===== config.mk =====
export PLATFORM = sky130hd
export DESIGN_NAME = window_weighted_grid_merge_flat
export DESIGN_NICKNAME = d
export VERILOG_FILES = /design/src/rtl/core/wwgm_pkg.sv /design/src/rtl/core/wwgm_channels.sv /design/src/rtl/core/window_weighted_grid_merge.sv /design/src/rtl/core/wwgm_div.sv /design/src/rtl/core/wwgm_queue.sv /design/src/rtl/core/wwgm_front.sv /design/src/rtl/core/wwgm_back.sv /design/src/flat_wrapper.sv
export SDC_FILE = /design/constraint.sdc
export NUM_CORES = 2
export LEC_CHECK = 0
export BUFFER_PORTS_ARGS = -buffer_cell sky130_fd_sc_hd__buf_2
export CORE_MARGIN = 2
export CORE_UTILIZATION = 35
export CTS_BUF_LIST = sky130_fd_sc_hd__clkbuf_8
export CTS_CLUSTER_DIAMETER = 120
export CTS_CLUSTER_SIZE = 30
export DETAILED_ROUTE_END_ITERATION = 10
export MAX_ROUTING_LAYER = met4
export PLACE_DENSITY_LB_ADDON = 0.1
export REMOVE_ABC_BUFFERS = 1
export SLEW_MARGIN = 20
export SYNTH_ARGS = -nofsm -noshare
export SYNTH_HDL_FRONTEND = slang
export SYNTH_HIERARCHICAL = 1
export SYNTH_SLANG_ARGS = --single-unit

===== constraint.sdc =====
create_clock -name clk -period 68.7 [get_ports clk]
set_input_delay 3.435 -clock clk [delete_from_list [all_inputs] [get_ports clk]]
set_output_delay 3.435 -clock clk [all_outputs]
set_load 0.02 [all_outputs]

===== src/rtl/core/wwgm_pkg.sv =====
// ----------------------------------------------------------------------------
// wwgm_pkg: shared types and constants of the weighted grid merge
// Widths, register indexes, the job record and the back-end state encoding.
// ----------------------------------------------------------------------------
package wwgm_pkg;

    localparam int DEF_MAX_WIDTH = 1024;
    localparam int DATA_W        = 32;
    localparam int IDX_W         = 10;
    localparam int WIN_SIZE      = 9;
    localparam int SUM_W         = 37;
    localparam int PROD_W        = 41;
    localparam int DIV_W         = 42;
    localparam int DIV_STEP      = 7;
    localparam int DIVISOR_W     = 4;
    localparam int COUNT_W       = 4;
    localparam int K_W           = 4;
    localparam int WEIGHT_W      = 5;
    localparam int ROW_W         = 2;
    localparam int WEIGHT_CAP    = 9;
    localparam int SCALE_DIV     = 10;
    localparam int QUEUE_DEPTH   = 2;
    localparam int ADDR_W        = 4;

    localparam logic [1:0] REG_NULL_THRESHOLD = 2'd0;
    localparam logic [1:0] REG_CENTER_ROW     = 2'd1;
    localparam logic [1:0] REG_COUNT_GAIN     = 2'd2;

    typedef struct packed {
        logic [WIN_SIZE-1:0][DATA_W-1:0] merge;
        logic [WIN_SIZE-1:0][DATA_W-1:0] regional;
        logic [DATA_W-1:0]               here;
        logic [IDX_W-1:0]                column_index;
    } job_t;

    typedef struct packed {
        logic signed [DATA_W-1:0]   null_threshold;
        logic [ROW_W-1:0]           center_row;
        logic signed [WEIGHT_W-1:0] count_gain;
    } cfg_t;

    typedef struct packed {
        logic                 start;
        logic [DIV_W-1:0]     mag;
        logic [DIVISOR_W-1:0] divisor;
    } div_req_t;

    typedef enum logic [2:0] {
        B_IDLE,
        B_SUM,
        B_CHK,
        B_DIV1,
        B_MUL,
        B_GO,
        B_DIV2,
        B_OUT
    } back_state_t;

endpackage


===== src/rtl/core/wwgm_channels.sv =====
// ----------------------------------------------------------------------------
// wwgm_channels: valid/ready channels of the weighted grid merge
// One interface for grid columns in, one for merged results out.
// ----------------------------------------------------------------------------
interface wwgm_col_if;
    import wwgm_pkg::*;

    logic                     valid;
    logic                     ready;
    logic signed [DATA_W-1:0] merge_top;
    logic signed [DATA_W-1:0] merge_mid;
    logic signed [DATA_W-1:0] merge_bot;
    logic signed [DATA_W-1:0] regional_top;
    logic signed [DATA_W-1:0] regional_mid;
    logic signed [DATA_W-1:0] regional_bot;
    logic signed [DATA_W-1:0] regional_here;
    logic                     first_column;

    modport source (
        output valid, merge_top, merge_mid, merge_bot,
        output regional_top, regional_mid, regional_bot, regional_here, first_column,
        input  ready
    );
    modport sink (
        input  valid, merge_top, merge_mid, merge_bot,
        input  regional_top, regional_mid, regional_bot, regional_here, first_column,
        output ready
    );
endinterface

interface wwgm_res_if;
    import wwgm_pkg::*;

    logic                     valid;
    logic                     ready;
    logic signed [DATA_W-1:0] merged_value;
    logic [IDX_W-1:0]         column_index;

    modport source (output valid, merged_value, column_index, input ready);
    modport sink (input valid, merged_value, column_index, output ready);
endinterface


===== src/rtl/core/window_weighted_grid_merge.sv =====
// ----------------------------------------------------------------------------
// window_weighted_grid_merge: streaming 3x3 weighted grid merge
// Column intake, a two-entry window queue and a sequenced evaluator with a
// shared divider, configured over an APB-style register port.
//
//   Channel   Direction  Transaction
//   columns   in         one grid column: three merge and four regional values
//   results   out        merged value and column index of the window centre
//   apb       in/out     register writes and reads
//
// A column that yields no result is taken by the front end and never reaches the queue.
// An empty or passed-through window bypasses the divider, a window with a
// valid centre sample uses it once and any other twice, at 7 bits a cycle.
// Reset clears control state only; the window holds no valid bits.
// The queue lets intake continue while the evaluator or the output stalls.
// ----------------------------------------------------------------------------
module window_weighted_grid_merge #(
    parameter int MAX_WIDTH = wwgm_pkg::DEF_MAX_WIDTH
) (
    input  logic                          clk,
    input  logic                          rst_n,
    wwgm_col_if.sink                      columns,
    wwgm_res_if.source                    results,
    input  logic                          psel,
    input  logic                          penable,
    input  logic                          pwrite,
    input  logic [wwgm_pkg::ADDR_W-1:0]   paddr,
    input  logic [wwgm_pkg::DATA_W-1:0]   pwdata,
    output logic [wwgm_pkg::DATA_W-1:0]   prdata,
    output logic                          pready
);
    import wwgm_pkg::*;

    cfg_t              cfg_reg, cfg_next;
    logic              wr_en;
    logic [1:0]        reg_sel;
    logic              push;
    job_t              push_job;
    logic              pop;
    job_t              head;
    logic              head_valid;
    logic              full;
    div_req_t          div_req;
    logic              div_busy;
    logic [DIV_W-1:0]  div_quotient;

    assign pready  = 1'b1;
    assign wr_en   = psel && penable && pwrite;
    assign reg_sel = paddr[3:2];

    always_comb
    begin
        cfg_next = cfg_reg;
        if (wr_en)
        begin
            unique case (reg_sel)
                REG_NULL_THRESHOLD: cfg_next.null_threshold = pwdata;
                REG_CENTER_ROW:     cfg_next.center_row     = pwdata[ROW_W-1:0];
                REG_COUNT_GAIN:     cfg_next.count_gain     = pwdata[WEIGHT_W-1:0];
                default:            cfg_next = cfg_reg;
            endcase
        end
    end

    always_comb
    begin
        unique case (reg_sel)
            REG_NULL_THRESHOLD: prdata = cfg_reg.null_threshold;
            REG_CENTER_ROW:     prdata = DATA_W'(cfg_reg.center_row);
            REG_COUNT_GAIN:     prdata = DATA_W'(cfg_reg.count_gain);
            default:            prdata = '0;
        endcase
    end

    always_ff @(posedge clk or negedge rst_n)
    begin
        if (!rst_n)
        begin
            cfg_reg.null_threshold <= {1'b0, {(DATA_W-1){1'b1}}};
            cfg_reg.center_row     <= ROW_W'(1);
            cfg_reg.count_gain     <= WEIGHT_W'(1);
        end
        else
        begin
            cfg_reg <= cfg_next;
        end
    end

    wwgm_front #(
        .MAX_WIDTH (MAX_WIDTH)
    ) u_front (
        .clk      (clk),
        .rst_n    (rst_n),
        .columns  (columns),
        .full     (full),
        .push     (push),
        .push_job (push_job)
    );

    wwgm_queue u_queue (
        .clk        (clk),
        .rst_n      (rst_n),
        .push       (push),
        .push_job   (push_job),
        .pop        (pop),
        .head       (head),
        .head_valid (head_valid),
        .full       (full)
    );

    wwgm_div u_div (
        .clk      (clk),
        .rst_n    (rst_n),
        .req      (div_req),
        .busy     (div_busy),
        .quotient (div_quotient)
    );

    wwgm_back u_back (
        .clk          (clk),
        .rst_n        (rst_n),
        .cfg          (cfg_reg),
        .head         (head),
        .head_valid   (head_valid),
        .pop          (pop),
        .div_req      (div_req),
        .div_busy     (div_busy),
        .div_quotient (div_quotient),
        .results      (results)
    );

endmodule


===== src/rtl/core/wwgm_div.sv =====
// ----------------------------------------------------------------------------
// wwgm_div: shared small-divisor long divider
// Divides an unsigned magnitude by a 4-bit divisor, several bits per cycle.
// ----------------------------------------------------------------------------
module wwgm_div (
    input  logic                               clk,
    input  logic                               rst_n,
    input  wwgm_pkg::div_req_t                 req,
    output logic                               busy,
    output logic [wwgm_pkg::DIV_W-1:0]         quotient
);
    import wwgm_pkg::*;

    localparam int ROUNDS = DIV_W / DIV_STEP;
    localparam int RND_W  = $clog2(ROUNDS + 1);

    logic [DIV_W-1:0]     dvd_reg, dvd_next;
    logic [DIVISOR_W-1:0] rem_reg, rem_next;
    logic [DIVISOR_W-1:0] d_reg, d_next;
    logic [RND_W-1:0]     rounds_reg, rounds_next;
    logic [DIV_W-1:0]     q_step;
    logic [DIVISOR_W-1:0] rem_step;

    always_comb
    begin
        logic [DIVISOR_W:0] trial;
        rem_step = rem_reg;
        q_step   = dvd_reg;
        for (int i = 0; i < DIV_STEP; i++)
        begin
            trial  = {rem_step, q_step[DIV_W-1]};
            q_step = {q_step[DIV_W-2:0], 1'b0};
            if (trial >= {1'b0, d_reg})
            begin
                rem_step  = DIVISOR_W'(trial - {1'b0, d_reg});
                q_step[0] = 1'b1;
            end
            else
            begin
                rem_step = trial[DIVISOR_W-1:0];
            end
        end
    end

    always_comb
    begin
        dvd_next    = dvd_reg;
        rem_next    = rem_reg;
        d_next      = d_reg;
        rounds_next = rounds_reg;
        if (req.start)
        begin
            dvd_next    = req.mag;
            rem_next    = '0;
            d_next      = req.divisor;
            rounds_next = RND_W'(ROUNDS);
        end
        else if (rounds_reg != '0)
        begin
            dvd_next    = q_step;
            rem_next    = rem_step;
            rounds_next = rounds_reg - RND_W'(1);
        end
    end

    always_ff @(posedge clk or negedge rst_n)
    begin
        if (!rst_n)
        begin
            rounds_reg <= '0;
        end
        else
        begin
            rounds_reg <= rounds_next;
        end
    end

    always_ff @(posedge clk)
    begin
        dvd_reg <= dvd_next;
        rem_reg <= rem_next;
        d_reg   <= d_next;
    end

    assign busy     = (rounds_reg != '0);
    assign quotient = dvd_reg;

endmodule


===== src/rtl/core/wwgm_queue.sv =====
// ----------------------------------------------------------------------------
// wwgm_queue: two-entry job queue between front and back
// Holds complete 3x3 windows so that either side can stall on its own.
// ----------------------------------------------------------------------------
module wwgm_queue (
    input  logic           clk,
    input  logic           rst_n,
    input  logic           push,
    input  wwgm_pkg::job_t push_job,
    input  logic           pop,
    output wwgm_pkg::job_t head,
    output logic           head_valid,
    output logic           full
);
    import wwgm_pkg::*;

    localparam int PTR_W = $clog2(QUEUE_DEPTH);
    localparam int CNT_W = $clog2(QUEUE_DEPTH + 1);

    job_t             entry_reg [QUEUE_DEPTH];
    logic [PTR_W-1:0] wr_ptr_reg, wr_ptr_next;
    logic [PTR_W-1:0] rd_ptr_reg, rd_ptr_next;
    logic [CNT_W-1:0] fill_reg, fill_next;

    always_comb
    begin
        wr_ptr_next = wr_ptr_reg;
        rd_ptr_next = rd_ptr_reg;
        fill_next   = fill_reg;
        if (push)
        begin
            wr_ptr_next = (wr_ptr_reg == PTR_W'(QUEUE_DEPTH - 1)) ? '0 : wr_ptr_reg + PTR_W'(1);
        end
        if (pop)
        begin
            rd_ptr_next = (rd_ptr_reg == PTR_W'(QUEUE_DEPTH - 1)) ? '0 : rd_ptr_reg + PTR_W'(1);
        end
        if (push && !pop)
        begin
            fill_next = fill_reg + CNT_W'(1);
        end
        else if (pop && !push)
        begin
            fill_next = fill_reg - CNT_W'(1);
        end
    end

    always_ff @(posedge clk or negedge rst_n)
    begin
        if (!rst_n)
        begin
            wr_ptr_reg <= '0;
            rd_ptr_reg <= '0;
            fill_reg   <= '0;
        end
        else
        begin
            wr_ptr_reg <= wr_ptr_next;
            rd_ptr_reg <= rd_ptr_next;
            fill_reg   <= fill_next;
        end
    end

    always_ff @(posedge clk)
    begin
        if (push)
        begin
            entry_reg[wr_ptr_reg] <= push_job;
        end
    end

    assign head       = entry_reg[rd_ptr_reg];
    assign head_valid = (fill_reg != '0);
    assign full       = (fill_reg == CNT_W'(QUEUE_DEPTH));

endmodule


===== src/rtl/core/wwgm_front.sv =====
// ----------------------------------------------------------------------------
// wwgm_front: column intake and window keeping
// Tracks the column position, keeps the two previous columns and issues
// a window job for every interior column.
// ----------------------------------------------------------------------------
module wwgm_front #(
    parameter int MAX_WIDTH = wwgm_pkg::DEF_MAX_WIDTH
) (
    input  logic           clk,
    input  logic           rst_n,
    wwgm_col_if.sink       columns,
    input  logic           full,
    output logic           push,
    output wwgm_pkg::job_t push_job
);
    import wwgm_pkg::*;

    localparam int CW = $clog2(MAX_WIDTH + 1);

    logic [DATA_W-1:0] win_merge_reg [6];
    logic [DATA_W-1:0] win_regional_reg [6];
    logic [DATA_W-1:0] win_here_reg;
    logic [CW-1:0]     count_reg, count_next;
    logic [CW-1:0]     col;
    logic [CW-1:0]     col_prev;
    logic [CW+IDX_W-1:0] idx_ext;
    logic              take;
    logic              in_range;
    logic [DATA_W-1:0] cur_merge [3];
    logic [DATA_W-1:0] cur_regional [3];

    assign cur_merge[0]    = columns.merge_top;
    assign cur_merge[1]    = columns.merge_mid;
    assign cur_merge[2]    = columns.merge_bot;
    assign cur_regional[0] = columns.regional_top;
    assign cur_regional[1] = columns.regional_mid;
    assign cur_regional[2] = columns.regional_bot;

    assign columns.ready = !full;
    assign take          = columns.valid && !full;
    assign col           = columns.first_column ? '0 : count_reg;
    assign in_range      = (col < CW'(MAX_WIDTH));
    assign push          = take && in_range && (col > CW'(1));
    assign col_prev      = col - CW'(1);
    assign idx_ext       = {{IDX_W{1'b0}}, col_prev};

    always_comb
    begin
        for (int r = 0; r < 3; r++)
        begin
            push_job.merge[r]        = win_merge_reg[r];
            push_job.merge[3 + r]    = win_merge_reg[3 + r];
            push_job.merge[6 + r]    = cur_merge[r];
            push_job.regional[r]     = win_regional_reg[r];
            push_job.regional[3 + r] = win_regional_reg[3 + r];
            push_job.regional[6 + r] = cur_regional[r];
        end
        push_job.here         = win_here_reg;
        push_job.column_index = idx_ext[IDX_W-1:0];
    end

    always_comb
    begin
        count_next = count_reg;
        if (take && in_range)
        begin
            count_next = col + CW'(1);
        end
    end

    always_ff @(posedge clk or negedge rst_n)
    begin
        if (!rst_n)
        begin
            count_reg <= '0;
        end
        else
        begin
            count_reg <= count_next;
        end
    end

    always_ff @(posedge clk)
    begin
        if (take && in_range)
        begin
            for (int r = 0; r < 3; r++)
            begin
                win_merge_reg[r]        <= win_merge_reg[3 + r];
                win_regional_reg[r]     <= win_regional_reg[3 + r];
                win_merge_reg[3 + r]    <= cur_merge[r];
                win_regional_reg[3 + r] <= cur_regional[r];
            end
            win_here_reg <= columns.regional_here;
        end
    end

endmodule


===== src/rtl/core/wwgm_back.sv =====
// ----------------------------------------------------------------------------
// wwgm_back: window evaluation sequencer
// Sums the window one column a cycle, divides by the count (invalid centre)
// and by ten on the shared divider, saturates, holds the result for output.
// ----------------------------------------------------------------------------
module wwgm_back (
    input  logic                 clk,
    input  logic                 rst_n,
    input  wwgm_pkg::cfg_t       cfg,
    input  wwgm_pkg::job_t       head,
    input  logic                 head_valid,
    output logic                 pop,
    output wwgm_pkg::div_req_t   div_req,
    input  logic                 div_busy,
    input  logic [wwgm_pkg::DIV_W-1:0] div_quotient,
    wwgm_res_if.source           results
);
    import wwgm_pkg::*;

    back_state_t               state_reg, state_next;
    logic [1:0]                c_reg, c_next;
    logic signed [SUM_W-1:0]   acc_reg, acc_next;
    logic [COUNT_W-1:0]        cnt_reg, cnt_next;
    logic [K_W-1:0]            k_reg, k_next;
    logic signed [SUM_W-1:0]   avg_reg, avg_next;
    logic signed [PROD_W-1:0]  prod_reg, prod_next;
    logic [DATA_W-1:0]         res_reg, res_next;
    logic                      ov_reg, ov_next;
    logic [DATA_W-1:0]         oval_reg, oval_next;
    logic [IDX_W-1:0]          oidx_reg, oidx_next;

    logic [3:0]                base;
    logic signed [SUM_W-1:0]   col_sum;
    logic [1:0]                col_cnt;
    logic [ROW_W-1:0]          crow;
    logic signed [DATA_W-1:0]  center;
    logic signed [DATA_W-1:0]  here_c;
    logic                      center_valid;
    logic                      scale;
    logic [WEIGHT_W-1:0]       w_abs;
    logic [8:0]                kw;
    logic [K_W-1:0]            k_calc;
    logic [SUM_W-1:0]          acc_mag;
    logic [PROD_W-1:0]         prod_mag;
    logic signed [SUM_W-1:0]   q_avg;
    logic signed [DIV_W-1:0]   q_term;
    logic signed [DIV_W-1:0]   total;
    logic                      fits;
    logic [DATA_W-1:0]         sat_val;
    logic                      out_free;

    always_comb
    begin
        logic [3:0]               idx;
        logic signed [DATA_W-1:0] m;
        logic signed [DATA_W-1:0] g;
        logic signed [DATA_W:0]   diff;
        base    = {1'b0, c_reg, 1'b0} + {2'b00, c_reg};
        col_sum = '0;
        col_cnt = '0;
        for (int r = 0; r < 3; r++)
        begin
            idx  = base + 4'(r);
            m    = head.merge[idx];
            g    = head.regional[idx];
            diff = (DATA_W+1)'(m) - (DATA_W+1)'(g);
            if (m < cfg.null_threshold)
            begin
                col_sum = col_sum + SUM_W'(diff);
                col_cnt = col_cnt + 2'd1;
            end
        end
    end

    assign crow         = (cfg.center_row == 2'd3) ? 2'd2 : cfg.center_row;
    assign center       = head.merge[4'd3 + {2'b00, crow}];
    assign here_c       = head.here;
    assign center_valid = (center < cfg.null_threshold);
    assign scale        = (center <= cfg.null_threshold) || (cnt_reg != COUNT_W'(1));
    assign w_abs        = cfg.count_gain[WEIGHT_W-1] ? WEIGHT_W'(-cfg.count_gain)
                                                     : cfg.count_gain;
    assign kw           = 9'(cnt_reg) * 9'(w_abs);
    assign k_calc       = !scale ? K_W'(cnt_reg)
                        : (kw > 9'(WEIGHT_CAP)) ? K_W'(WEIGHT_CAP) : kw[K_W-1:0];
    assign acc_mag      = acc_reg[SUM_W-1] ? SUM_W'(-acc_reg) : acc_reg;
    assign prod_mag     = prod_reg[PROD_W-1] ? PROD_W'(-prod_reg) : prod_reg;
    assign q_avg        = acc_reg[SUM_W-1] ? -$signed(div_quotient[SUM_W-1:0])
                                           : $signed(div_quotient[SUM_W-1:0]);
    assign q_term       = prod_reg[PROD_W-1] ? -$signed(div_quotient) : $signed(div_quotient);
    assign total        = DIV_W'(here_c) + q_term;
    assign fits         = (total[DIV_W-1:DATA_W-1] == {(DIV_W-DATA_W+1){total[DATA_W-1]}});
    assign sat_val      = fits ? total[DATA_W-1:0]
                        : (total[DIV_W-1] ? {1'b1, {(DATA_W-1){1'b0}}}
                                          : {1'b0, {(DATA_W-1){1'b1}}});
    assign out_free     = !ov_reg || results.ready;

    always_comb
    begin
        state_next = state_reg;
        c_next     = c_reg;
        acc_next   = acc_reg;
        cnt_next   = cnt_reg;
        k_next     = k_reg;
        avg_next   = avg_reg;
        prod_next  = prod_reg;
        res_next   = res_reg;
        ov_next    = ov_reg && !results.ready;
        oval_next  = oval_reg;
        oidx_next  = oidx_reg;
        pop        = 1'b0;
        div_req    = '{start: 1'b0, mag: '0, divisor: '0};
        unique case (state_reg)
            B_IDLE:
            begin
                c_next   = '0;
                acc_next = '0;
                cnt_next = '0;
                if (head_valid)
                begin
                    state_next = B_SUM;
                end
            end
            B_SUM:
            begin
                acc_next = acc_reg + col_sum;
                cnt_next = cnt_reg + COUNT_W'(col_cnt);
                c_next   = c_reg + 2'd1;
                if (c_reg == 2'd2)
                begin
                    state_next = B_CHK;
                end
            end
            B_CHK:
            begin
                k_next = k_calc;
                if (cnt_reg == '0)
                begin
                    res_next   = here_c;
                    state_next = B_OUT;
                end
                else if (center_valid && cfg.count_gain[WEIGHT_W-1])
                begin
                    res_next   = center;
                    state_next = B_OUT;
                end
                else if (center_valid)
                begin
                    avg_next   = SUM_W'(center) - SUM_W'(here_c);
                    state_next = B_MUL;
                end
                else
                begin
                    div_req.start   = 1'b1;
                    div_req.mag     = DIV_W'(acc_mag) + DIV_W'(cnt_reg >> 1);
                    div_req.divisor = DIVISOR_W'(cnt_reg);
                    state_next      = B_DIV1;
                end
            end
            B_DIV1:
            begin
                if (!div_busy)
                begin
                    avg_next   = q_avg;
                    state_next = B_MUL;
                end
            end
            B_MUL:
            begin
                prod_next  = PROD_W'($signed({1'b0, k_reg})) * PROD_W'(avg_reg);
                state_next = B_GO;
            end
            B_GO:
            begin
                div_req.start   = 1'b1;
                div_req.mag     = DIV_W'(prod_mag) + DIV_W'(SCALE_DIV / 2);
                div_req.divisor = DIVISOR_W'(SCALE_DIV);
                state_next      = B_DIV2;
            end
            B_DIV2:
            begin
                if (!div_busy)
                begin
                    res_next   = sat_val;
                    state_next = B_OUT;
                end
            end
            B_OUT:
            begin
                if (out_free)
                begin
                    ov_next    = 1'b1;
                    oval_next  = res_reg;
                    oidx_next  = head.column_index;
                    pop        = 1'b1;
                    state_next = B_IDLE;
                end
            end
            default:
            begin
                state_next = B_IDLE;
            end
        endcase
    end

    always_ff @(posedge clk or negedge rst_n)
    begin
        if (!rst_n)
        begin
            state_reg <= B_IDLE;
            ov_reg    <= 1'b0;
        end
        else
        begin
            state_reg <= state_next;
            ov_reg    <= ov_next;
        end
    end

    always_ff @(posedge clk)
    begin
        c_reg    <= c_next;
        acc_reg  <= acc_next;
        cnt_reg  <= cnt_next;
        k_reg    <= k_next;
        avg_reg  <= avg_next;
        prod_reg <= prod_next;
        res_reg  <= res_next;
        oval_reg <= oval_next;
        oidx_reg <= oidx_next;
    end

    assign results.valid        = ov_reg;
    assign results.merged_value = oval_reg;
    assign results.column_index = oidx_reg;

    a_job_present: assert property (@(posedge clk) disable iff (!rst_n)
        (state_reg != B_IDLE) |-> head_valid)
        else $error("Window evaluation runs without a queued job.");

    a_count_range: assert property (@(posedge clk) disable iff (!rst_n)
        (state_reg == B_CHK) |-> (cnt_reg <= COUNT_W'(WIN_SIZE)))
        else $error("Valid sample count exceeds the window size.");

    a_weight_cap: assert property (@(posedge clk) disable iff (!rst_n)
        (state_reg == B_MUL) |-> (k_reg <= K_W'(WEIGHT_CAP)))
        else $error("Weight exceeds its cap.");

    a_pop_shows: assert property (@(posedge clk) disable iff (!rst_n)
        pop |=> results.valid)
        else $error("Retired job left no result on the output.");

endmodule

===== src/flat_wrapper.sv =====
// flat-port wrapper written by rule: the top's interface ports become plain ports
module window_weighted_grid_merge_flat import wwgm_pkg::*;
#(
    parameter int MAX_WIDTH = wwgm_pkg::DEF_MAX_WIDTH
)
  (clk, rst_n, psel, penable, pwrite, paddr, pwdata, prdata, pready, columns_valid, columns_merge_top, columns_merge_mid, columns_merge_bot, columns_regional_top, columns_regional_mid, columns_regional_bot, columns_regional_here, columns_first_column, columns_ready, results_valid, results_merged_value, results_column_index, results_ready);
  wwgm_col_if columns_i ();
  wwgm_res_if results_i ();
  input  logic clk;
  input  logic rst_n;
  input  logic psel;
  input  logic penable;
  input  logic pwrite;
  input  logic [wwgm_pkg::ADDR_W-1:0] paddr;
  input  logic [wwgm_pkg::DATA_W-1:0] pwdata;
  output logic [wwgm_pkg::DATA_W-1:0] prdata;
  output logic pready;
  input wire logic [$bits(columns_i.valid)-1:0] columns_valid;
  input wire logic [$bits(columns_i.merge_top)-1:0] columns_merge_top;
  input wire logic [$bits(columns_i.merge_mid)-1:0] columns_merge_mid;
  input wire logic [$bits(columns_i.merge_bot)-1:0] columns_merge_bot;
  input wire logic [$bits(columns_i.regional_top)-1:0] columns_regional_top;
  input wire logic [$bits(columns_i.regional_mid)-1:0] columns_regional_mid;
  input wire logic [$bits(columns_i.regional_bot)-1:0] columns_regional_bot;
  input wire logic [$bits(columns_i.regional_here)-1:0] columns_regional_here;
  input wire logic [$bits(columns_i.first_column)-1:0] columns_first_column;
  output wire logic [$bits(columns_i.ready)-1:0] columns_ready;
  output wire logic [$bits(results_i.valid)-1:0] results_valid;
  output wire logic [$bits(results_i.merged_value)-1:0] results_merged_value;
  output wire logic [$bits(results_i.column_index)-1:0] results_column_index;
  input wire logic [$bits(results_i.ready)-1:0] results_ready;
  assign columns_i.valid = columns_valid;
  assign columns_i.merge_top = columns_merge_top;
  assign columns_i.merge_mid = columns_merge_mid;
  assign columns_i.merge_bot = columns_merge_bot;
  assign columns_i.regional_top = columns_regional_top;
  assign columns_i.regional_mid = columns_regional_mid;
  assign columns_i.regional_bot = columns_regional_bot;
  assign columns_i.regional_here = columns_regional_here;
  assign columns_i.first_column = columns_first_column;
  assign columns_ready = columns_i.ready;
  assign results_valid = results_i.valid;
  assign results_merged_value = results_i.merged_value;
  assign results_column_index = results_i.column_index;
  assign results_i.ready = results_ready;
  window_weighted_grid_merge #(.MAX_WIDTH(MAX_WIDTH)) u_core (.clk(clk), .rst_n(rst_n), .columns(columns_i), .results(results_i), .psel(psel), .penable(penable), .pwrite(pwrite), .paddr(paddr), .pwdata(pwdata), .prdata(prdata), .pready(pready));
endmodule

==> reports/results.ini <==
[sta]
relSlewSlack = 0.210
skew_ns = 0.127
rsz0062_at_grt = false
hold_viol = 0
finalSetupViolations = 0
drv_slew = 0
worstMarginPinSlew_ns = 1.18
setup_tns_ns = 0
timing.final.crit_share = 0.265
min_period_ns = 18.23
clock.fmax_mhz = 54.8

[setup_path]
worst_ep_required_time_ns = 69.47
critPathLaunchType = flip-flop
cp_slowest_cell = nor4_1
critical_path_peak_fanout = 59
worst_setup_path_end_kind = flip-flop
arrival_ns = 19.01
criticalPathCategory = flip-flop to flip-flop
cp_slowest_stage_delay_ns = 0.91

[global_routing]
globalRouteMet3Util = 0.0246
grt_pass1_vias = 69400
grt_max_degree = 144
grt-busiest-layer = met2
grt_util_met2 = 0.331
grt.overflow.total = 0
antenna_found_initial = 100
met1_usage = 0.264
grt_use_total = 0.202
grt_pass1_wl_mm = 473

[clocking]
cts_buffers = 92
clock-sinks = 1962
cts_setup_buffers = 0
htree_levels = 3
clkTransAtPathRegs_ns = 0.19
ctsResizeCount = 0
cts_tree = done
clockRootBuffer = clkbuf_8
ctsHoldBuffers = 0
clk_latency_ns = 1.07
clockBufferDepth = 4

[synth]
synth_top_area_share = 0.511
syn_avg_cell_area_sq_um = 13.0
synth_cell_type_count = 115
synth_area_leaders = edfxtp_1 (51%), mux2_2 (7.8%), ha_1 (5.4%), mux4_2 (4.5%), fa_1 (2.9%)
synth-edff-count = 1897
synth_warnings = 6
async_flop_share = 0.0311
synth_top_area_cell = edfxtp_1
netlist_instances = 8584
yosys-top-cells-count = edfxtp_1 (1,897), mux2_2 (774), nand2_1 (642), ha_1 (481), a21oi_1 (384)
synthFlopType = edfxtp_1
yosysMostFrequentCell = edfxtp_1
syn_area_sq_mm = 0.112
ys_ff_latch = 1962
synth.yosys.seq_area_share = 0.525

[placed_design]
dp_hpwl_mm = 233
port_buffers = 341
place_congestion = 0.907

[routing]
firstDrtPassIters = 5
vias = 69000
drc_errors = 0
drtIter0Drc = 5032
avgRoutedWirePerCell_um = 25.2
ant_nets = 0
totalWireLength_mm = 324
vias_per_cell = 5.37

[outcome]
outcome = completed

[worst_hold_path]
hold_path_class = flip-flop to flip-flop

[run]
cap_violations = 0

[finish]
largest_reg_flops = 1236
nets = 9489
syn2layout_area_growth_pct = 6.15
drive_above_1_share = 0.206

[floorplan]
design.core.area_sq_mm = 0.318
ios = 345
die-area_sq_mm = 0.323
fp.dieH_um = 569
core.rowCount = 207
start_util = 0.351
die_x_um = 569

==> logic make-up after synthesis <==
kind of cell | Yosys count | synth area share
adder cells (fa/ha/maj) | 643 | 0.0830
multiplexers | 1150 | 0.137
XOR/XNOR | 453 | 0.0358
AO/OA/AOI/OAI | 1587 | 0.0933
other | 2 | 0.0000673
buffers and inverters | 969 | 0.0448
AND/OR/NAND/NOR | 1818 | 0.0804
flip-flops | 1962 | 0.525
==> worst paths after layout <==
path / slack [ns] / startpoint / cells past startpoint / to
max: 50.47 / u_core/u_queue/rd_ptr_reg / 55 / u_core/u_back/acc_reg[36]
min: 0.42 / u_core/u_front/win_regional_reg[2][23] / 0 / u_core/u_queue/entry_reg[1][129]
max reg2reg: 50.47 / u_core/u_queue/rd_ptr_reg / 55 / u_core/u_back/acc_reg[36]
min reg2reg: 0.42 / u_core/u_front/win_regional_reg[2][23] / 0 / u_core/u_queue/entry_reg[1][129]
max in group asynchronous: 65.29 / rst_n / 2 / u_core/u_queue/rd_ptr_reg
min in group asynchronous: 2.43 / rst_n / 1 / u_core/cfg_reg[38]
==> area by class of cell <==
| class | count | area, sq um |
|---|---|---|
| fill | 30500 | 199000 |
| sequential | 1962 | 58600 |
| multi-input combinational | 5653 | 48100 |
| tap | 4180 | 5230 |
| timing repair buffer | 487 | 2910 |
| inverter | 382 | 1440 |
| clock buffer | 97 | 1340 |
| clock inverter | 53 | 642 |
| antenna | 42 | 105 |
==> critical path, delay by kind of cell (launching register included) <==
| family | cells | cell delay, ns |
|---|---|---|
| compound gates | 26 | 6.71 |
| xor+xnor | 2 | 0.36 |
| fa+ha+maj | 6 | 2.46 |
| buf+inv | 8 | 3.79 |
| flops | 1 | 0.88 |
| mux | 2 | 0.62 |
| simple gates | 11 | 2.98 |
==> per-layer routing <==
metal | part of all wire | vias up
li1 | - | 32000
met1 | 0.45 | 35000
met2 | 0.48 | 1620
met3 | 0.044 | 406
met4 | 0.030 | 0
met5 | 0 | -
==> through the flow <==
step	area, sq um	instances	util	setup WS (ns)	hold WS [ns]
final	118000	12900	0.373	50.47	0.419
after detailed placement	116000	12700	0.366	50.42	0.405
after CTS	118000	12800	0.373	50.36	0.418
after global routing	118000	12900	0.373	49.42	0.420
after global placement	116000	12700	0.366	50.44	0.403
after floorplan	108000	7997	-	35.50	0.400
==> placed cells by master (no fill, tap or decap), drive strengths merged, types with 51 or more instances in the layout <==
cell type and instances:
nand2b 55, inv 417, nor2 337, and2 189, o21ai 373, nand2 643
and3 52, edfxtp 1897, or3 51, nor3 102, mux2i 141, fa 162
a22oi 65, a21oi 384, xor2 189, a21o 217, nor2b 94, a31oi 53
mux2 787, mux4 222, buf 487, xnor2 263, a211oi 57, ha 481
nand3 77, clkbuf 97, nor4 53
Power is left out: the tool's default activity adds up to more than one toggle a clock period on the data nets, which glitch-free logic cannot reach.
